[src/utf8_to_ucs2_decoder_top_macros.svh]
// Assertion macros used by the decoder back end.
// Included by u8u2_back, which checks its own logic; needs nothing else.
`ifndef UTF8_TO_UCS2_DECODER_TOP_MACROS_SVH
`define UTF8_TO_UCS2_DECODER_TOP_MACROS_SVH

// Same-cycle implication, checked outside reset
`define U8U2_ASSERT_NOW(lbl, clk, rstn, ante, cons, msg) \
  lbl: assert property (@(posedge clk) disable iff (!(rstn)) (ante) |-> (cons)) \
    else $error(msg);

// Next-cycle implication, checked outside reset
`define U8U2_ASSERT_NEXT(lbl, clk, rstn, ante, cons, msg) \
  lbl: assert property (@(posedge clk) disable iff (!(rstn)) (ante) |=> (cons)) \
    else $error(msg);

`endif

[src/u8u2_pkg.sv]
// Shared types and constants of the UTF-8 to 16-bit code unit decoder.
// No dependencies.
package u8u2_pkg;

  localparam int unsigned ByteW   = 8;
  localparam int unsigned UnitW   = 16;
  localparam int unsigned CountW  = 13;
  localparam int unsigned PartW   = 10;
  localparam int unsigned LimitW  = 16;

  // Continuation bytes still expected
  localparam logic [1:0] PendNone = 2'd0;
  localparam logic [1:0] PendOne  = 2'd1;
  localparam logic [1:0] PendTwo  = 2'd2;

  localparam logic [CountW-1:0] LimitReset = 13'd4096;

  // Class of one incoming byte
  typedef enum logic [2:0] {
    KIND_ASCII,
    KIND_CONT,
    KIND_LEAD2,
    KIND_LEAD3,
    KIND_NONE
  } byte_kind_e;

  // One queued transaction between front and back
  typedef struct packed {
    byte_kind_e        kind;
    logic [ByteW-1:0]  data;
    logic              last;
  } q_entry_t;

endpackage

[src/u8u2_front.sv]
// Front end: accepts input transactions and classifies each byte.
// Depends on u8u2_pkg; feeds u8u2_queue.
module u8u2_front
  import u8u2_pkg::*;
(
  input  logic             in_valid_i,
  output logic             in_stall_o,
  input  logic [ByteW-1:0] in_byte_i,
  input  logic             last_byte_i,
  input  logic             q_full_i,
  output logic             q_push_o,
  output q_entry_t         q_entry_o
);

  byte_kind_e kind;

  // Classify by leading bits
  always_comb begin
    if (!in_byte_i[7]) begin
      kind = KIND_ASCII;
    end else if (!in_byte_i[6]) begin
      kind = KIND_CONT;
    end else if (!in_byte_i[5]) begin
      kind = KIND_LEAD2;
    end else if (!in_byte_i[4]) begin
      kind = KIND_LEAD3;
    end else begin
      kind = KIND_NONE;
    end
  end

  // Stall while the queue is full
  assign in_stall_o = q_full_i;
  assign q_push_o   = in_valid_i && !q_full_i;

  assign q_entry_o.kind = kind;
  assign q_entry_o.data = in_byte_i;
  assign q_entry_o.last = last_byte_i;

endmodule

[src/u8u2_queue.sv]
// Two-entry queue between front and back ends.
// Depends on u8u2_pkg.
module u8u2_queue
  import u8u2_pkg::*;
(
  input  logic     clk_i,
  input  logic     rst_ni,
  input  logic     push_i,
  input  q_entry_t push_entry_i,
  output logic     full_o,
  output logic     valid_o,
  input  logic     pop_i,
  output q_entry_t pop_entry_o
);

  q_entry_t   mem_q [2];
  logic       wr_ptr_q, wr_ptr_d;
  logic       rd_ptr_q, rd_ptr_d;
  logic [1:0] cnt_q, cnt_d;

  assign full_o      = (cnt_q == 2'd2);
  assign valid_o     = (cnt_q != 2'd0);
  assign pop_entry_o = mem_q[rd_ptr_q];

  // Advance pointers and occupancy
  always_comb begin
    wr_ptr_d = push_i ? ~wr_ptr_q : wr_ptr_q;
    rd_ptr_d = pop_i  ? ~rd_ptr_q : rd_ptr_q;
    cnt_d    = cnt_q;
    if (push_i && !pop_i) begin
      cnt_d = cnt_q + 2'd1;
    end else if (pop_i && !push_i) begin
      cnt_d = cnt_q - 2'd1;
    end
  end

  always_ff @(posedge clk_i or negedge rst_ni) begin
    if (!rst_ni) begin
      wr_ptr_q <= 1'b0;
      rd_ptr_q <= 1'b0;
      cnt_q    <= 2'd0;
    end else begin
      wr_ptr_q <= wr_ptr_d;
      rd_ptr_q <= rd_ptr_d;
      cnt_q    <= cnt_d;
    end
  end

  // Store entries
  always_ff @(posedge clk_i) begin
    if (push_i) begin
      mem_q[wr_ptr_q] <= push_entry_i;
    end
  end

endmodule

[src/u8u2_back.sv]
// Back end: sequence state, unit count, limit register and output register.
// Depends on u8u2_pkg and the assertion macro header.
`include "utf8_to_ucs2_decoder_top_macros.svh"
module u8u2_back
  import u8u2_pkg::*;
#(
  parameter int unsigned MAX_UNITS = 4096
) (
  input  logic              clk_i,
  input  logic              rst_ni,
  input  logic              cfg_we_i,
  input  logic [CountW-1:0] cfg_output_limit_i,
  input  logic              q_valid_i,
  input  q_entry_t          q_entry_i,
  output logic              q_pop_o,
  output logic              out_valid_o,
  input  logic              out_stall_i,
  output logic              unit_valid_o,
  output logic [UnitW-1:0]  code_unit_o,
  output logic              string_done_o,
  output logic [CountW-1:0] total_units_o
);

  localparam logic [LimitW-1:0] MaxUnitsW = LimitW'(MAX_UNITS);

  logic [CountW-1:0] limit_q;
  logic [1:0]        pend_q, pend_d;
  logic [PartW-1:0]  part_q, part_d;
  logic [CountW-1:0] count_q, count_d, total;
  logic              ovalid_q;
  logic              uvalid_q, uvalid_d;
  logic [UnitW-1:0]  unit_q, unit_d;
  logic              done_q;
  logic [CountW-1:0] total_q;
  logic [LimitW-1:0] limit_eff;
  logic              at_limit;
  logic              pop;

  // Limit in force is the smaller of register and parameter
  assign limit_eff = ({3'b000, limit_q} > MaxUnitsW) ? MaxUnitsW : {3'b000, limit_q};
  assign at_limit  = ({3'b000, count_q} >= limit_eff);

  // Take the next transaction when the output register frees up
  assign pop     = q_valid_i && (!ovalid_q || !out_stall_i);
  assign q_pop_o = pop;

  // Decode one byte
  always_comb begin
    pend_d   = pend_q;
    part_d   = part_q;
    uvalid_d = 1'b0;
    unit_d   = '0;
    if (at_limit) begin
      pend_d = PendNone;
      part_d = '0;
    end else if (pend_q == PendTwo) begin
      part_d = {part_q[3:0], q_entry_i.data[5:0]};
      pend_d = PendOne;
    end else if (pend_q == PendOne) begin
      unit_d   = {part_q, q_entry_i.data[5:0]};
      uvalid_d = 1'b1;
      pend_d   = PendNone;
      part_d   = '0;
    end else begin
      case (q_entry_i.kind)
        KIND_ASCII: begin
          unit_d   = {8'h00, q_entry_i.data};
          uvalid_d = 1'b1;
        end
        KIND_LEAD2: begin
          part_d = {5'b00000, q_entry_i.data[4:0]};
          pend_d = PendOne;
        end
        KIND_LEAD3: begin
          part_d = {6'b000000, q_entry_i.data[3:0]};
          pend_d = PendTwo;
        end
        default: begin
          // stray continuation or long lead: drop
        end
      endcase
    end
    total   = uvalid_d ? (count_q + 13'd1) : count_q;
    count_d = total;
    // Clear string state at end of string
    if (q_entry_i.last) begin
      pend_d  = PendNone;
      part_d  = '0;
      count_d = '0;
    end
  end

  // Control and string state
  always_ff @(posedge clk_i or negedge rst_ni) begin
    if (!rst_ni) begin
      limit_q  <= LimitReset;
      pend_q   <= PendNone;
      part_q   <= '0;
      count_q  <= '0;
      ovalid_q <= 1'b0;
    end else begin
      if (cfg_we_i) begin
        limit_q <= cfg_output_limit_i;
      end
      if (pop) begin
        pend_q  <= pend_d;
        part_q  <= part_d;
        count_q <= count_d;
      end
      if (pop) begin
        ovalid_q <= 1'b1;
      end else if (!out_stall_i) begin
        ovalid_q <= 1'b0;
      end
    end
  end

  // Output payload register
  always_ff @(posedge clk_i) begin
    if (pop) begin
      uvalid_q <= uvalid_d;
      unit_q   <= unit_d;
      done_q   <= q_entry_i.last;
      total_q  <= total;
    end
  end

  assign out_valid_o   = ovalid_q;
  assign unit_valid_o  = uvalid_q;
  assign code_unit_o   = unit_q;
  assign string_done_o = done_q;
  assign total_units_o = total_q;

  `U8U2_ASSERT_NOW(a_zero_unit, clk_i, rst_ni, ovalid_q && !uvalid_q,
    unit_q == '0, "code unit set without a valid unit")
  `U8U2_ASSERT_NOW(a_total_nz, clk_i, rst_ni, ovalid_q && uvalid_q,
    total_q != '0, "unit emitted with zero total")
  `U8U2_ASSERT_NEXT(a_end_clear, clk_i, rst_ni, pop && q_entry_i.last,
    (count_q == '0) && (pend_q == PendNone), "string state not cleared at end of string")
  `U8U2_ASSERT_NOW(a_pend_code, clk_i, rst_ni, 1'b1,
    pend_q != 2'd3, "illegal pending count")

endmodule

[src/utf8_to_ucs2_decoder_top.sv]
// Top level of the UTF-8 to 16-bit code unit decoder.
// Depends on u8u2_pkg, u8u2_front, u8u2_queue and u8u2_back.
//
// Usage:
//   Input channel (in_valid_i / in_stall_o) carries one UTF-8 byte per
//   transaction with last_byte_i marking the end of a string. Output channel
//   (out_valid_o / out_stall_i) returns exactly one result per byte: a code
//   unit with unit_valid_o, string_done_o, and the running total_units_o.
//   cfg_we_i writes the per-string output limit; write it only while idle.
// Timing:
//   An input byte is written into the queue, then decoded into the output
//   register. Throughput is one byte per cycle while out_stall_i is low, set by
//   the decode step in the back end whose registered sequence state feeds the next byte.
//   A two-entry queue decouples the front classifier from the back end.
// Reset:
//   rst_ni clears the queue, sequence state, unit count and output valid and
//   sets the output limit to 4096.
// Backpressure:
//   While out_stall_i is high the result holds; the queue then fills and
//   in_stall_o rises once it holds two bytes.
module utf8_to_ucs2_decoder_top
  import u8u2_pkg::*;
#(
  parameter int unsigned MAX_UNITS = 4096
) (
  input  logic              clk_i,
  input  logic              rst_ni,
  input  logic              cfg_we_i,
  input  logic [CountW-1:0] cfg_output_limit_i,
  input  logic              in_valid_i,
  output logic              in_stall_o,
  input  logic [ByteW-1:0]  in_byte_i,
  input  logic              last_byte_i,
  output logic              out_valid_o,
  input  logic              out_stall_i,
  output logic              unit_valid_o,
  output logic [UnitW-1:0]  code_unit_o,
  output logic              string_done_o,
  output logic [CountW-1:0] total_units_o
);

  logic     q_full;
  logic     q_push;
  logic     q_valid;
  logic     q_pop;
  q_entry_t push_entry;
  q_entry_t pop_entry;

  // Accept and classify
  u8u2_front u_front (
    .in_valid_i  (in_valid_i),
    .in_stall_o  (in_stall_o),
    .in_byte_i   (in_byte_i),
    .last_byte_i (last_byte_i),
    .q_full_i    (q_full),
    .q_push_o    (q_push),
    .q_entry_o   (push_entry)
  );

  // Decouple front from back
  u8u2_queue u_queue (
    .clk_i        (clk_i),
    .rst_ni       (rst_ni),
    .push_i       (q_push),
    .push_entry_i (push_entry),
    .full_o       (q_full),
    .valid_o      (q_valid),
    .pop_i        (q_pop),
    .pop_entry_o  (pop_entry)
  );

  // Decode and deliver
  u8u2_back #(
    .MAX_UNITS (MAX_UNITS)
  ) u_back (
    .clk_i              (clk_i),
    .rst_ni             (rst_ni),
    .cfg_we_i           (cfg_we_i),
    .cfg_output_limit_i (cfg_output_limit_i),
    .q_valid_i          (q_valid),
    .q_entry_i          (pop_entry),
    .q_pop_o            (q_pop),
    .out_valid_o        (out_valid_o),
    .out_stall_i        (out_stall_i),
    .unit_valid_o       (unit_valid_o),
    .code_unit_o        (code_unit_o),
    .string_done_o      (string_done_o),
    .total_units_o      (total_units_o)
  );

endmodule
[config.mk]
export PLATFORM = sky130hd
export DESIGN_NAME = utf8_to_ucs2_decoder_top
export DESIGN_NICKNAME = d
export VERILOG_FILES = /design/src/u8u2_pkg.sv /design/src/u8u2_front.sv /design/src/u8u2_queue.sv /design/src/u8u2_back.sv /design/src/utf8_to_ucs2_decoder_top.sv
export VERILOG_INCLUDE_DIRS = /design/src /design/src/src
export SDC_FILE = /design/constraint.sdc
export NUM_CORES = 1
export LEC_CHECK = 0
export BUFFER_PORTS_ARGS = -buffer_cell sky130_fd_sc_hd__buf_2
export CORE_AREA = 2 2 100 92
export DETAILED_ROUTE_END_ITERATION = 12
export DIE_AREA = 0 0 102 94
export PLACE_DENSITY = 0.83
export SLEW_MARGIN = 20
export SYNTH_ARGS = -nofsm -noshare
export SYNTH_HDL_FRONTEND = slang
export SYNTH_HIERARCHICAL = 1
export SYNTH_SLANG_ARGS = --single-unit
[constraint.sdc]
create_clock -name clk_i -period 7.7 [get_ports clk_i]
set_input_delay 0 -clock clk_i [delete_from_list [all_inputs] [get_ports clk_i]]
set_output_delay 0 -clock clk_i [all_outputs]
set_load 0.02 [all_outputs]
* Word-level counts from Yosys, hierarchy flattened
Memory sizes are Yosys's and may differ from the RTL's.
Cells that the tools add are included.
** Word-level totals
- Bits in latches :: 0
- Logic and storage cells :: 71
- Register bits after elaboration :: 74
- ROM bits :: 0
- Input bits :: 27
- RAM bits :: 24
- Memories kept :: 1
- Output and inout bits :: 33
** Memories
- u_queue.mem_q :: words 2, width 12, read ports 1, clocked after Yosys merged registers in 0, write ports 1, RTL line u8u2_queue.sv:16 : q_entry_t mem_q [2];
** Operators by class
- $lt $le $gt $ge :: 2
- Shift operators :: 0
- Muxes and demuxes :: 29
- Bitwise operators :: 2
- Equality and inequality tests :: 6
- $add $sub $neg :: 3
- Div/mod/pow operators :: 0
- Reduce and logical (&&, ||, !) cells :: 16
- $mul :: 0
** Operators with widths (number)
- two-way mux 10 bit :: 4
- two-way mux 13 bit :: 3
- one-hot mux 10 bit (2 select lines) :: 1
- greater-or-equal comparator 13 x 16 -> 1 bit :: 1
- two-way mux 16 bit :: 1
- adder 13 x 1 -> 13 bit, second input constant :: 1
- > comparator 13 bit, second input constant :: 1
- two-way mux 2 bit :: 6
- two-way mux 3 bit :: 4
- two-way mux 1 bit :: 8
- two-way mux 8 bit :: 1
- == test 3 x 2 -> 1 bit, second input constant :: 2
- nonzero test 6 bit :: 1
- zero test 1 bit :: 5
- == test 2 bit, second input constant :: 2
- logical AND 1 bit :: 4
- one-hot mux 2 bit (2 select lines) :: 1
- nonzero test 2 bit :: 2
- zero test 3 bit :: 1
- adder 2 x 1 -> 2 bit, second input constant :: 1
- == test 2 x 1 -> 1 bit, second input constant :: 1
- != test 2 x 1 -> 1 bit, second input constant :: 1
- NOT 1 bit :: 2
- AND reduction 2 bit :: 1
- 3 further kinds :: 3

* Depth between registers and ports, before layout
An unclocked memory read counts as a cell.
- Word-level depth :: 8
- Mapped depth :: 12
- Mapped depth without buffers :: 9

* By module
The synthesis kept the hierarchy.
** Modules (own cells, without submodules)
- u8u2_back :: cells an instance 316, instances 1, area an instance 3552.2 um^2, seq. area each 1908.1 um^2
- u8u2_queue :: cells an instance 53, instances 1, area an instance 1089.8 um^2, seq. area each 820.8 um^2
- u8u2_front :: cells an instance 17, instances 1, area an instance 111.4 um^2, seq. area each 0.0 um^2

* Least setup slack after synthesis
OpenSTA, ideal clock, no wires.
- Path kind :: register -> register
- Start :: reg u_back.limit_q[12]
- End :: reg u_back.total_q[1] (netlist: u_back/total_units_o[1]), data pin
- Setup slack :: 5.116 ns
- Arrival time :: 2.324 ns
- Stages on the path, launching flop included :: 11
- Data required time :: 7.440 ns
- Setup time :: 0.260 ns
- Period minus slack after synthesis :: 2.584 ns
- Buffers on the path :: 2
- Path through :: dfstp_2 inv_1 clkbuf_1 nand2_1 ha_1 a211oi_2 o21ai_1 a22oi_4 and3_1 buf_2 mux2_2
** Between the ends
- Cells in the longest elaborated chain, start to end :: 5
** Ends and longest elaborated chain
- start, declared :: RTL line u8u2_back.sv:26 : logic [CountW-1:0] limit_q;
- start signal, assigned :: RTL line u8u2_back.sv:96 : limit_q <= LimitReset;
- start signal, assigned :: RTL line u8u2_back.sv:103 : limit_q <= cfg_output_limit_i;
- > comparator 13 bit :: RTL line u8u2_back.sv:40 : assign limit_eff = ({3'b000, limit_q} > MaxUnitsW) ? MaxUnitsW : {3'b000, limit_q};
- two-way mux 13 bit (*) :: RTL line u8u2_back.sv:40
- greater-or-equal comparator 13 x 16 -> 1 bit (*) :: RTL line u8u2_back.sv:41 : assign at_limit = ({3'b000, count_q} >= limit_eff);
- two-way mux 1 bit (*) :: RTL line u8u2_back.sv:53 : if (at_limit) begin
- two-way mux 13 bit (*) :: RTL line u8u2_back.sv:83 : total = uvalid_d ? (count_q + 13'd1) : count_q;
- net u_back.total[1] :: RTL line u8u2_back.sv:29 : logic [CountW-1:0] count_q, count_d, total;
- end signal, assigned :: RTL line u8u2_back.sv:124 : total_q <= total;
- end, declared :: RTL line u8u2_back.sv:34 : logic [CountW-1:0] total_q;
The timed path passes the listed nets; every way through them passes the cells marked *.
A chain may end at the register's enable or synchronous reset.

==> run metrics <==
Die Wd 102 um; number of flops mapped to enable cells by yosys 55; Num CTS Buffers 9; main flop type after synthesis edfxtp_1; Final nets 496; CTS tree yes; setup TNS 0 ns; crit-path leading delay family simple AND/OR/NAND/NOR gates; vias in the first global route 3023; clock slew at reported path FFs 0.10 ns; hold path startpoint cfg_we_i; final worst-path cycle share 40.21%; Period minus WS final 3.096 ns; worst r2r src u_queue/rd_ptr_q; Site Rows 32; Hold Vio Cnt, Final 0; first-pass GRT wire length 14.33 mm; RR Endpoint u_back/count_q[3]; type of the worst setup path reg -> reg; initial core utilization 56.00%; Max H-tree Level 3; synthesized instance count 386; # fillers 665; Post-Syn Area 4753 um^2; crit path DAT 3.34 ns; Clock Latency Late Sink 0.36 ns; Sink Count 98; area grow syn2layout 15.11%; RePlAce Congestion 0.7722; CP max stage delay 0.80 ns; syn_area_per_cell 12.31 um^2; detailed-placement wirelength estimate 5.898 mm; Pwr per Cell Area 322.6 nW/um^2; antenna violations before repair 0; worst hold margin 0.04256 ns; sequential share of the synthesized area 57.41%; unrepaired setup endpoints after global routing false; Final WS setup 4.604 ns; Min-Delay Path Class in -> reg; pin slew with the least headroom to its limit 1.061 ns; core area 8488 um^2; syn_nets 428; Layout Skew 0.008494 ns; Final setup viols 0; # DRC 0; Max Freq 323.0 MHz; Synth Register Bits 98; sum of buffers and inverters on the critical path 0; post-DR wirelength/cell 15.24 um; Async SR Flop Fraction 43.88%; Worst EP required 7.95 ns; Max FO, Critical Path 21; Max-cap violations 0; CP cell instances mux2_2 > nor3_2 > maj3_1 > and3_1 > nand2_1 > a221o_1; Die Height 94 um; antenna-violating nets left 0; Buffers on Ports 59; total gr overflow 0; Ports 60; Vias/cell 5.557; maximum VDD drop 0.0002233 V; status completed; Clock Path Buffers 2; post-synthesis cell type count 50; Root Buffer clkbuf_8; register area 2729 um^2; largest net degree at the start of global routing 44; Slew Limit Headroom 29.14%; Multi-input gate area 1795 um^2; worst r2r path cells 6; share of cells above drive strength 1 25.49%; warnings from Yosys 6; hold endpoint u_back/limit_q[12]; initial DRC count 238; Vias 3212; Post-CTS Setup Inserts 0; Leak 2.372 nW; hold depth 3; CP Launch Type register; Max stage delay cell, worst path dfrtp_1; Overall Global Routing Usage 19.41%; full die area 9588 um^2; drt total wl 8.810 mm; drt first pass iters 5; worst slack at placement 4.648 ns; # diodes 0; fin. max-slew vios 0; CP Capture Type register; r2r setup slk 4.60 ns
[stage by stage]
stage	cells	util [%]	instance area, um^2	power (W)
final	578	64.46	5472	0.001765
after global routing	578	64.46	5472	0.001866
after CTS	578	64.43	5469	0.001776
after detailed placement	538	59.33	5036	0.001441
after global placement	538	59.33	5036	0.001410
after floorplan	386	-	4753	0.001290
[power breakdown]
part           leakage (nW)  switching [W]  internal [W]
clock                0.0915       0.000193      0.000126
combinational          1.20       0.000401      0.000230
sequential             1.08      0.0000892      0.000727
[state kept, by name (all words and copies together), names as in the netlist, 2 cells and up]
register              cells
u_back/code_unit_o       16
u_back/pend_q             2
u_back/count_q           13
u_back/total_units_o     13
u_queue/mem_q            24
u_back/limit_q           13
u_queue/cnt_q             2
u_back/part_q            10
[Yosys cell counts (all sizes together) (10+ instances only)]
cell / number / area share, %
mux2: 25 / 6.6
ha: 15 / 3.9
nand2: 49 / 3.9
nor2b: 10 / 1.3
nor3: 11 / 1.3
inv: 16 / 1.3
edfxtp: 55 / 35
buf: 18 / 2.8
xnor2: 10 / 1.8
dfrtp: 42 / 22
nor2: 12 / 0.95
o21ai: 14 / 1.5
and3: 19 / 2.5
[cell usage in the layout (no fill, tap or decap), types with 6 or more instances in the layout]
master,netlist,routed
nor3_1,10,10
and2_1,9,9
inv_1,15,15
clkbuf_8,0,9
ha_1,15,15
nor2b_1,10,10
mux2_2,16,16
mux2_4,9,9
o31ai_2,6,6
o21ai_0,12,12
nor2_1,12,12
nand3_1,6,6
and3_1,19,19
dlygate4sd3_1,0,24
nand2_1,48,48
xor2_1,7,7
xnor2_1,10,10
dfrtp_1,42,42
edfxtp_1,55,55
buf_2,3,58
[per-layer routing]
layer	vias to the layer above	share of wire (%)	global-route usage, %
met5	-	0	0
met4	0	2.5	7.889
met3	19	5.3	4.315
met2	107	48	29.93
met1	1566	44	26.76
li1	1520	-	-
[how the worst max path moves through the flow]
| stage | cells after the start | slack, ns | startpoint | to |
|---|---|---|---|---|
| floorplan | 10 | 5.12 | u_back/limit_q[12] | u_back/total_units_o[1] |
| global placement | 5 | 4.80 | u_queue/rd_ptr_q | u_back/total_units_o[1] |
| detailed placement | 6 | 4.65 | u_queue/rd_ptr_q | u_back/count_q[3] |
| CTS | 6 | 4.61 | u_queue/rd_ptr_q | u_back/count_q[3] |
| global route | 9 | 4.37 | u_back/limit_q[12] | u_back/count_q[3] |
| finish | 6 | 4.60 | u_queue/rd_ptr_q | u_back/count_q[3] |
[worst min-delay path, stage by stage]
cell,delay [ns]
buf_2,0.19
nand2_1,0.09
o21ai_0,0.10
[layout make-up]
type	instances	area share (%)
timing repair buffer	84	9.970
clock inverter	7	1.258
multi-input combinational	245	32.81
inverter	16	1.098
tap	119	2.721
clock buffer	9	2.264
sequential	98	49.87
[cell families after synthesis]
logic type / after synthesis / share of synthesized area [%]
XOR/XNOR: 17 / 3.132
AO/OA/AOI/OAI: 49 / 8.634
adder cells (fa/ha/maj): 16 / 4.159
buffers and inverters: 43 / 4.817
flip-flops: 98 / 57.41
multiplexers: 30 / 7.686
AND/OR/NAND/NOR: 133 / 14.16
[timing repair]
action / CTS / global route
gates resized for setup: 0 / 0
endpoints found under the hold margin: 78 / 0
hold buffers: 24 / 0
(Power assumes the default switching activity.)
